File: config.mk
export PLATFORM = sky130hd
export DESIGN_NAME = bounded_work_stealing_deque_unit
export DESIGN_NICKNAME = d
export VERILOG_FILES = /design/src/rtl/bwsd_pkg.sv /design/src/rtl/bwsd_ram.sv /design/src/rtl/bwsd_ctrl.sv /design/src/rtl/bwsd_datapath.sv /design/src/rtl/bounded_work_stealing_deque_unit.sv
export SDC_FILE = /design/constraint.sdc
export NUM_CORES = 1
export LEC_CHECK = 0
export ABC_AREA = 1
export CAP_MARGIN = 20
export CELL_PAD_IN_SITES_DETAIL_PLACEMENT = 1
export CELL_PAD_IN_SITES_GLOBAL_PLACEMENT = 1
export CORE_MARGIN = 2
export CORE_UTILIZATION = 51
export DETAILED_ROUTE_END_ITERATION = 10
export DONT_BUFFER_PORTS = 1
export PLACE_DENSITY_LB_ADDON = 0.1
export SYNTH_ARGS = -nofsm -noshare
export SYNTH_HDL_FRONTEND = slang
export SYNTH_SLANG_ARGS = --single-unit
File: constraint.sdc
create_clock -name clock -period 6.1 [get_ports clock]
set_input_delay 0.915 -clock clock [delete_from_list [all_inputs] [get_ports clock]]
set_output_delay 0.915 -clock clock [all_outputs]
set_load 0.05 [all_outputs]
File: src/rtl/bwsd_pkg.sv
// Shared operation codes, status codes and controller/datapath interface types.
package bwsd_pkg;

   // operation codes on req_func
   localparam logic [1:0] FUNC_PUSH     = 2'd0;
   localparam logic [1:0] FUNC_POP_HEAD = 2'd1;
   localparam logic [1:0] FUNC_POP_TAIL = 2'd2;

   // status codes on rsp_status
   localparam logic [1:0] STATUS_DONE  = 2'd0;
   localparam logic [1:0] STATUS_FULL  = 2'd1;
   localparam logic [1:0] STATUS_EMPTY = 2'd2;

   // controller to datapath
   typedef struct packed {
      logic take;     // request beat accepted this cycle
      logic capture;  // load RAM read data into the result word
   } bwsd_cmd_type;

   // datapath to controller
   typedef struct packed {
      logic pop_hit;  // current request is a pop that will succeed
   } bwsd_stat_type;

endpackage

File: src/rtl/bwsd_ram.sv
// Generic single-write, single-read RAM with registered read data.
module bwsd_ram #(
   parameter int WIDTH = 32,
   parameter int DEPTH = 16
) (
   input  logic                     clock,
   input  logic                     wr_en,
   input  logic [$clog2(DEPTH)-1:0] wr_addr,
   input  logic [WIDTH-1:0]         wr_data,
   input  logic                     rd_en,
   input  logic [$clog2(DEPTH)-1:0] rd_addr,
   output logic [WIDTH-1:0]         rd_data
);

   logic [WIDTH-1:0] mem_ff [DEPTH];
   logic [WIDTH-1:0] rd_data_ff;

   always_ff @(posedge clock) begin
      if (wr_en) begin
         mem_ff[wr_addr] <= wr_data;
      end
      if (rd_en) begin
         rd_data_ff <= mem_ff[rd_addr];
      end
   end

   assign rd_data = rd_data_ff;

endmodule

File: src/rtl/bwsd_ctrl.sv
// Controller: sequences accept, RAM read and result delivery.
module bwsd_ctrl (
   input  logic                   clock,
   input  logic                   reset,
   input  logic                   req_valid,
   output logic                   req_ready,
   output logic                   rsp_valid,
   input  logic                   rsp_ready,
   input  bwsd_pkg::bwsd_stat_type stat,
   output bwsd_pkg::bwsd_cmd_type  cmd
);
   import bwsd_pkg::*;

   typedef enum logic [1:0] {
      S_IDLE,
      S_READ,
      S_RESP
   } state_type;

   state_type state_ff;
   state_type state_in;
   logic      take;

   // a new beat may enter while the held result leaves in the same cycle
   assign req_ready   = (state_ff == S_IDLE) || ((state_ff == S_RESP) && rsp_ready);
   assign rsp_valid   = (state_ff == S_RESP);
   assign take        = req_valid && req_ready;
   assign cmd.take    = take;
   assign cmd.capture = (state_ff == S_READ);

   always_comb begin
      state_in = state_ff;
      case (state_ff)
         S_IDLE: begin
            if (take) begin
               state_in = stat.pop_hit ? S_READ : S_RESP;
            end
         end
         S_READ: begin
            state_in = S_RESP;
         end
         S_RESP: begin
            if (take) begin
               state_in = stat.pop_hit ? S_READ : S_RESP;
            end else if (rsp_ready) begin
               state_in = S_IDLE;
            end
         end
         default: begin
            state_in = S_IDLE;
         end
      endcase
   end

   always_ff @(posedge clock) begin
      if (reset) begin
         state_ff <= S_IDLE;
      end else begin
         state_ff <= state_in;
      end
   end

endmodule

File: src/rtl/bwsd_datapath.sv
// Datapath: head/tail pointers, fill level, word store and result registers.
module bwsd_datapath #(
   parameter int DEPTH      = 16,
   parameter int WORD_WIDTH = 32
) (
   input  logic                       clock,
   input  logic                       reset,
   input  logic [1:0]                 req_func,
   input  logic [WORD_WIDTH-1:0]      req_push_word,
   output logic [1:0]                 rsp_status,
   output logic [WORD_WIDTH-1:0]      rsp_popped_word,
   output logic [$clog2(DEPTH+1)-1:0] rsp_fill_level,
   input  bwsd_pkg::bwsd_cmd_type     cmd,
   output bwsd_pkg::bwsd_stat_type    stat
);
   import bwsd_pkg::*;

   localparam int PTR_W  = $clog2(2 * DEPTH);
   localparam int IDX_W  = $clog2(DEPTH);
   localparam int FILL_W = $clog2(DEPTH + 1);
   localparam logic [PTR_W-1:0] PTR_LAST  = PTR_W'(2 * DEPTH - 1);
   localparam logic [PTR_W-1:0] PTR_DEPTH = PTR_W'(DEPTH);
   localparam logic [PTR_W:0]   PTR_MOD   = (PTR_W + 1)'(2 * DEPTH);
   localparam logic [FILL_W-1:0] FILL_MAX = FILL_W'(DEPTH);

   function automatic logic [IDX_W-1:0] slot_of(input logic [PTR_W-1:0] p);
      logic [PTR_W-1:0] s;
      s = (p >= PTR_DEPTH) ? (p - PTR_DEPTH) : p;
      return s[IDX_W-1:0];
   endfunction

   function automatic logic [PTR_W-1:0] ptr_inc(input logic [PTR_W-1:0] p);
      return (p == PTR_LAST) ? '0 : p + PTR_W'(1);
   endfunction

   function automatic logic [PTR_W-1:0] ptr_dec(input logic [PTR_W-1:0] p);
      return (p == '0) ? PTR_LAST : p - PTR_W'(1);
   endfunction

   logic [PTR_W-1:0]      head_ff, head_in;
   logic [PTR_W-1:0]      tail_ff, tail_in;
   logic [1:0]            status_ff, status_in;
   logic [FILL_W-1:0]     fill_ff, fill_in;
   logic [WORD_WIDTH-1:0] word_ff;

   logic [PTR_W:0]        diff;
   logic [FILL_W-1:0]     fill;
   logic                  full, empty;
   logic                  is_push, is_pop_head, is_pop_tail;
   logic                  push_ok, pop_head_ok, pop_tail_ok;
   logic [PTR_W-1:0]      head_dec;
   logic                  ram_wr_en, ram_rd_en;
   logic [IDX_W-1:0]      ram_wr_addr, ram_rd_addr;
   logic [WORD_WIDTH-1:0] ram_rd_data;

   // fill = (head - tail) mod 2*DEPTH
   assign diff  = {1'b0, head_ff} + ((head_ff < tail_ff) ? PTR_MOD : '0) - {1'b0, tail_ff};
   assign fill  = diff[FILL_W-1:0];
   assign full  = (fill == FILL_MAX);
   assign empty = (fill == '0);

   assign is_push     = (req_func == FUNC_PUSH);
   assign is_pop_head = (req_func == FUNC_POP_HEAD);
   assign is_pop_tail = (req_func == FUNC_POP_TAIL);
   assign push_ok     = is_push && !full;
   assign pop_head_ok = is_pop_head && !empty;
   assign pop_tail_ok = is_pop_tail && !empty;
   assign head_dec    = ptr_dec(head_ff);

   assign stat.pop_hit = pop_head_ok || pop_tail_ok;

   assign ram_wr_en   = cmd.take && push_ok;
   assign ram_wr_addr = slot_of(head_ff);
   assign ram_rd_en   = cmd.take && (pop_head_ok || pop_tail_ok);
   assign ram_rd_addr = is_pop_head ? slot_of(head_dec) : slot_of(tail_ff);

   always_comb begin
      head_in   = head_ff;
      tail_in   = tail_ff;
      status_in = STATUS_DONE;
      fill_in   = fill;
      if (push_ok) begin
         head_in = ptr_inc(head_ff);
         fill_in = fill + FILL_W'(1);
      end else if (pop_head_ok) begin
         head_in = head_dec;
         fill_in = fill - FILL_W'(1);
      end else if (pop_tail_ok) begin
         tail_in = ptr_inc(tail_ff);
         fill_in = fill - FILL_W'(1);
      end
      if (is_push && full) begin
         status_in = STATUS_FULL;
      end else if ((is_pop_head || is_pop_tail) && empty) begin
         status_in = STATUS_EMPTY;
      end
   end

   always_ff @(posedge clock) begin
      if (reset) begin
         head_ff <= '0;
         tail_ff <= '0;
      end else if (cmd.take) begin
         head_ff <= head_in;
         tail_ff <= tail_in;
      end
   end

   // result registers; a pop word arrives from the RAM in the cycle after the take
   always_ff @(posedge clock) begin
      if (cmd.take) begin
         status_ff <= status_in;
         fill_ff   <= fill_in;
         word_ff   <= '0;
      end else if (cmd.capture) begin
         word_ff   <= ram_rd_data;
      end
   end

   bwsd_ram #(
      .WIDTH (WORD_WIDTH),
      .DEPTH (DEPTH)
   ) u_store (
      .clock   (clock),
      .wr_en   (ram_wr_en),
      .wr_addr (ram_wr_addr),
      .wr_data (req_push_word),
      .rd_en   (ram_rd_en),
      .rd_addr (ram_rd_addr),
      .rd_data (ram_rd_data)
   );

   assign rsp_status      = status_ff;
   assign rsp_popped_word = word_ff;
   assign rsp_fill_level  = fill_ff;

endmodule

File: src/rtl/bounded_work_stealing_deque_unit.sv
// Bounded work-stealing deque: top level joining controller and datapath.
//
// A ring deque of DEPTH words of WORD_WIDTH bits. Each request beat carries one
// operation: push at the head, pop from the head, or pop from the tail; each
// yields exactly one response beat with a status (done, full, empty), the
// popped word (zero unless a pop succeeded) and the fill level afterward.
// Refused operations change nothing. A push, a refused pop or an unused code
// answers in the cycle after acceptance; a successful pop first passes through
// a read state, for the registered read of the word store RAM, and answers
// after it. One operation is in flight at a time; a new request is taken in
// the same cycle that the pending response is taken, so pushes can run at
// one per cycle while rsp_ready is held high; a successful pop takes no new
// request during its read state. The word store needs no clearing after reset.
module bounded_work_stealing_deque_unit #(
   parameter int DEPTH      = 16,
   parameter int WORD_WIDTH = 32
) (
   input  logic                       clock,
   input  logic                       reset,
   input  logic                       req_valid,
   output logic                       req_ready,
   input  logic [1:0]                 req_func,
   input  logic [WORD_WIDTH-1:0]      req_push_word,
   output logic                       rsp_valid,
   input  logic                       rsp_ready,
   output logic [1:0]                 rsp_status,
   output logic [WORD_WIDTH-1:0]      rsp_popped_word,
   output logic [$clog2(DEPTH+1)-1:0] rsp_fill_level
);
   import bwsd_pkg::*;

   localparam int FILL_W = $clog2(DEPTH + 1);

   bwsd_cmd_type  cmd;
   bwsd_stat_type stat;

   bwsd_ctrl u_ctrl (
      .clock     (clock),
      .reset     (reset),
      .req_valid (req_valid),
      .req_ready (req_ready),
      .rsp_valid (rsp_valid),
      .rsp_ready (rsp_ready),
      .stat      (stat),
      .cmd       (cmd)
   );

   bwsd_datapath #(
      .DEPTH      (DEPTH),
      .WORD_WIDTH (WORD_WIDTH)
   ) u_datapath (
      .clock           (clock),
      .reset           (reset),
      .req_func        (req_func),
      .req_push_word   (req_push_word),
      .rsp_status      (rsp_status),
      .rsp_popped_word (rsp_popped_word),
      .rsp_fill_level  (rsp_fill_level),
      .cmd             (cmd),
      .stat            (stat)
   );

   a_fill_bound: assert property (@(posedge clock) disable iff (reset)
      rsp_valid |-> rsp_fill_level <= FILL_W'(DEPTH))
      else $error("fill level beyond capacity");

   a_refused_zero: assert property (@(posedge clock) disable iff (reset)
      (rsp_valid && rsp_status != STATUS_DONE) |-> rsp_popped_word == '0)
      else $error("refused beat carries a word");

   a_full_level: assert property (@(posedge clock) disable iff (reset)
      (rsp_valid && rsp_status == STATUS_FULL) |-> rsp_fill_level == FILL_W'(DEPTH))
      else $error("full status without full level");

   a_empty_level: assert property (@(posedge clock) disable iff (reset)
      (rsp_valid && rsp_status == STATUS_EMPTY) |-> rsp_fill_level == '0)
      else $error("empty status with nonzero level");

   a_push_latency: assert property (@(posedge clock) disable iff (reset)
      (req_valid && req_ready && req_func == FUNC_PUSH) |=> rsp_valid)
      else $error("push response late");

endmodule
==> results.yml <==
route:
  drt_iter0_drc: 1537
  drc: 0
  met3_length_mm: 3.91
  routed.top_layer: "met4"
  ant_nets: 0
  met1_length_mm: 31.3
  drt-total-wl_mm: 73.5
  firstDrtPassIters: 5
  via_per_inst: 5.81
  route.vias.total: 17836
  route.met2.wl_mm: 36.2
  wl_per_cell_um: 23.9
setup_path:
  slowest_delay_ps: 810
  cp-start-kind: "flip-flop"
  cp_slowest_cell: "nor2_4"
  cp_max_fo: 21
  path_common_cell: "inv_1"
  cp.required_ps: 6410
  end_kind: "flip-flop"
  path_class: "flip-flop to flip-flop"
  crit_buf_inv: 5
  path_cells: "inv_1, ha_1, inv_1, fa_1, inv_1, ha_1, inv_1, nor2_1, nand3_1, nand2_2, nor2_2, nand2_1, nor2_4, buf_4"
  crit_family: "simple AND/OR/NAND/NOR gates"
  arrival_ps: 4690
sta:
  clock.fmax_mhz: 229
  finalSetupViolCount: 0
  clock_skew_ps: 20.3
  drv_slew: 0
  period_minus_slack_ps: 4370
  tns_ps: 0
  finalHoldViolations: 0
  relSlewSlack_pct: 19.1
  rsz0062_at_grt: "no"
  tightest_slew_ps: 1210
  period_share_pct: 71.7
power:
  peakVddDrop_v: 0.000282
  p_per_area_nw_per_um2: 350
  p_leak_nw: 11.5
layout:
  syn2layout_area_growth_pct: 10.6
  fillers: 5341
  final_cell_area_um2: 28500
  nets: 2405
  diodes: 0
  drive_gt1_share_pct: 8.50
logic_synthesis:
  synth_edf_count: 551
  netlist_instances: 2383
  synth_ff_type: "edfxtp_1"
  synth_warnings: 0
  async_flop_share_pct: 0
  synth_fp_nets: 2439
  ys_seq_area_share_pct: 67.6
  yosysUniqueCellTypes: 33
  syn-cell-area_um2: 25800
  avgSynthCellArea_um2: 10.8
  synth_seq_cells: 595
clocking:
  numCtsBuffers: 61
  postCtsSetupBuffers: 0
  clock_path_buffers: 3
  clk_pin_slew_worst_paths_ps: 60
  ctsHoldBuffers: 0
  cts_tree: "yes"
  ctsRootBufferMaster: "clkbuf_16"
  clock_latency_ps: 630
  cts.htree.levels: 2
  ctsResizeCount: 0
  cts_sinks: 595
global_routing:
  grt_use_total_pct: 28.2
  antenna_found_initial: 0
  grt_overflow: 0
  grt_pass1_vias: 19081
  grt_max_degree: 195
  grt_pass1_wl_mm: 113
placed_design:
  globalplace.congestion: 0.790
  post-dp-hpwl_mm: 38.8
  placed_area_um2: 26400
  io_buffers: 0
die:
  rows: 82
  core_um2: 50100
  die-area_um2: 52300
  start_util_pct: 51.5
  ios: 79
  die_y_um: 229
  die_x_um: 229
job:
  drv_cap: 0
worst_hold_path:
  hold_class: "primary input to flip-flop"
outcome:
  status: "completed"
-- synth_stat cells, types with 3 or more instances --
library cell,n,area share (%)
inv_2,3,0.044
dfxtp_1,44,3.4
nand3b_1,66,1.9
buf_2,49,0.95
edfxtp_1,551,64
nand2_2,4,0.097
a21oi_1,10,0.19
o21ai_0,10,0.19
nand3_1,532,10
nor3_1,7,0.14
nor2_1,44,0.64
nand2_1,646,9.4
inv_1,257,3.7
clkbuf_1,31,0.45
nand4_1,5,0.12
mux2_2,32,1.4
ha_1,17,0.83
buf_1,27,0.39
buf_4,30,0.87
-- logic make-up after synthesis --
family	count (synthesis)	synth area share, %
AND/OR/NAND/NOR	1311	22.9
adder cells (fa/ha/maj)	18	0.903
AO/OA/AOI/OAI	26	0.558
XOR/XNOR	1	0.0340
multiplexers	32	1.40
buffers and inverters	400	6.56
flip-flops	595	67.6
-- worst paths after layout --
kind                            slack (ps)  depth (start not counted)                                          to                               start
worst min-delay path                   350                          1          u_datapath.tail_ff[3]$_SDFFE_PP0P_                               reset
worst min register to register         490                          2          u_datapath.tail_ff[3]$_SDFFE_PP0P_  u_datapath.tail_ff[3]$_SDFFE_PP0P_
worst max register to register        1730                         14  u_datapath.u_store.mem_ff[2][25]$_DFFE_PP_  u_datapath.head_ff[0]$_SDFFE_PP0P_
worst max-delay path                  1730                         14  u_datapath.u_store.mem_ff[2][25]$_DFFE_PP_  u_datapath.head_ff[0]$_SDFFE_PP0P_
-- where the power goes --
group          total, mW  internal, mW  switching [mW]
clock               3.84          2.25            1.59
combinational       1.36         0.385           0.970
sequential          4.78          4.61           0.174
total               9.97          7.24            2.74
-- cell usage in the layout, fill, tap and decap left out, types with 3 or more instances in the layout --
cell	count
nand2_1	644
edfxtp_1	551
nand3_1	532
inv_1	255
nand3b_1	66
clkbuf_16	62
dfxtp_1	44
buf_4	37
mux2_2	32
nor2_1	31
ha_1	17
clkinv_2	15
clkbuf_1	15
nor2_4	13
a21oi_1	10
o21ai_0	9
bufinv_16	8
clkinv_1	7
nand4_1	5
nand2_2	4
nor3_2	4
inv_2	4
clkbuf_8	4
buf_12	4
nor3_1	3
o21ai_4	3
clkinvlp_4	3
-- layout make-up --
type	count	area, um^2	area share, %
Multi-Input combinational cell	1388	6820	23.9
Sequential cell	595	17400	61.2
Clock inverter	33	377	1.32
Inverter	261	982	3.45
Clock buffer	81	1660	5.84
Timing Repair Buffer	42	385	1.35
Tap cell	672	841	2.95
-- per-layer routing --
layer  track usage [%]  vias up
met4              8.48        0
met2              48.5      480
met5                 0        -
met1              37.3     9197
li1                  -     8035
met3              4.09      124
-- state kept, by name, indices dropped and copies added, names as in the netlist --
register / cells
u_datapath.u_store.rd_data: 32
u_datapath.tail_ff: 5
u_ctrl.state_ff: 2
u_datapath.head_ff: 5
u_datapath.rsp_popped_word: 32
u_datapath.u_store.mem_ff: 512
u_datapath.rsp_status: 2
u_datapath.rsp_fill_level: 5
-- per-stage QoR --
step           utilization [%]  power [mW]  hold slack [ps]  setup WS [ps]  cells
6_report                  56.9        9.97              346           1730   3072
5_1_grt                   56.9        10.3              323           1500   3072
4_1_cts                   56.9        10.0              314           1770   3071
3_5_place_dp              52.8        6.22              480           1560   2957
3_3_place_gp              52.7        6.16              469           1660   2956
2_1_floorplan                -        5.79              453           1250   2383
Power figures use the tool's default switching activity.
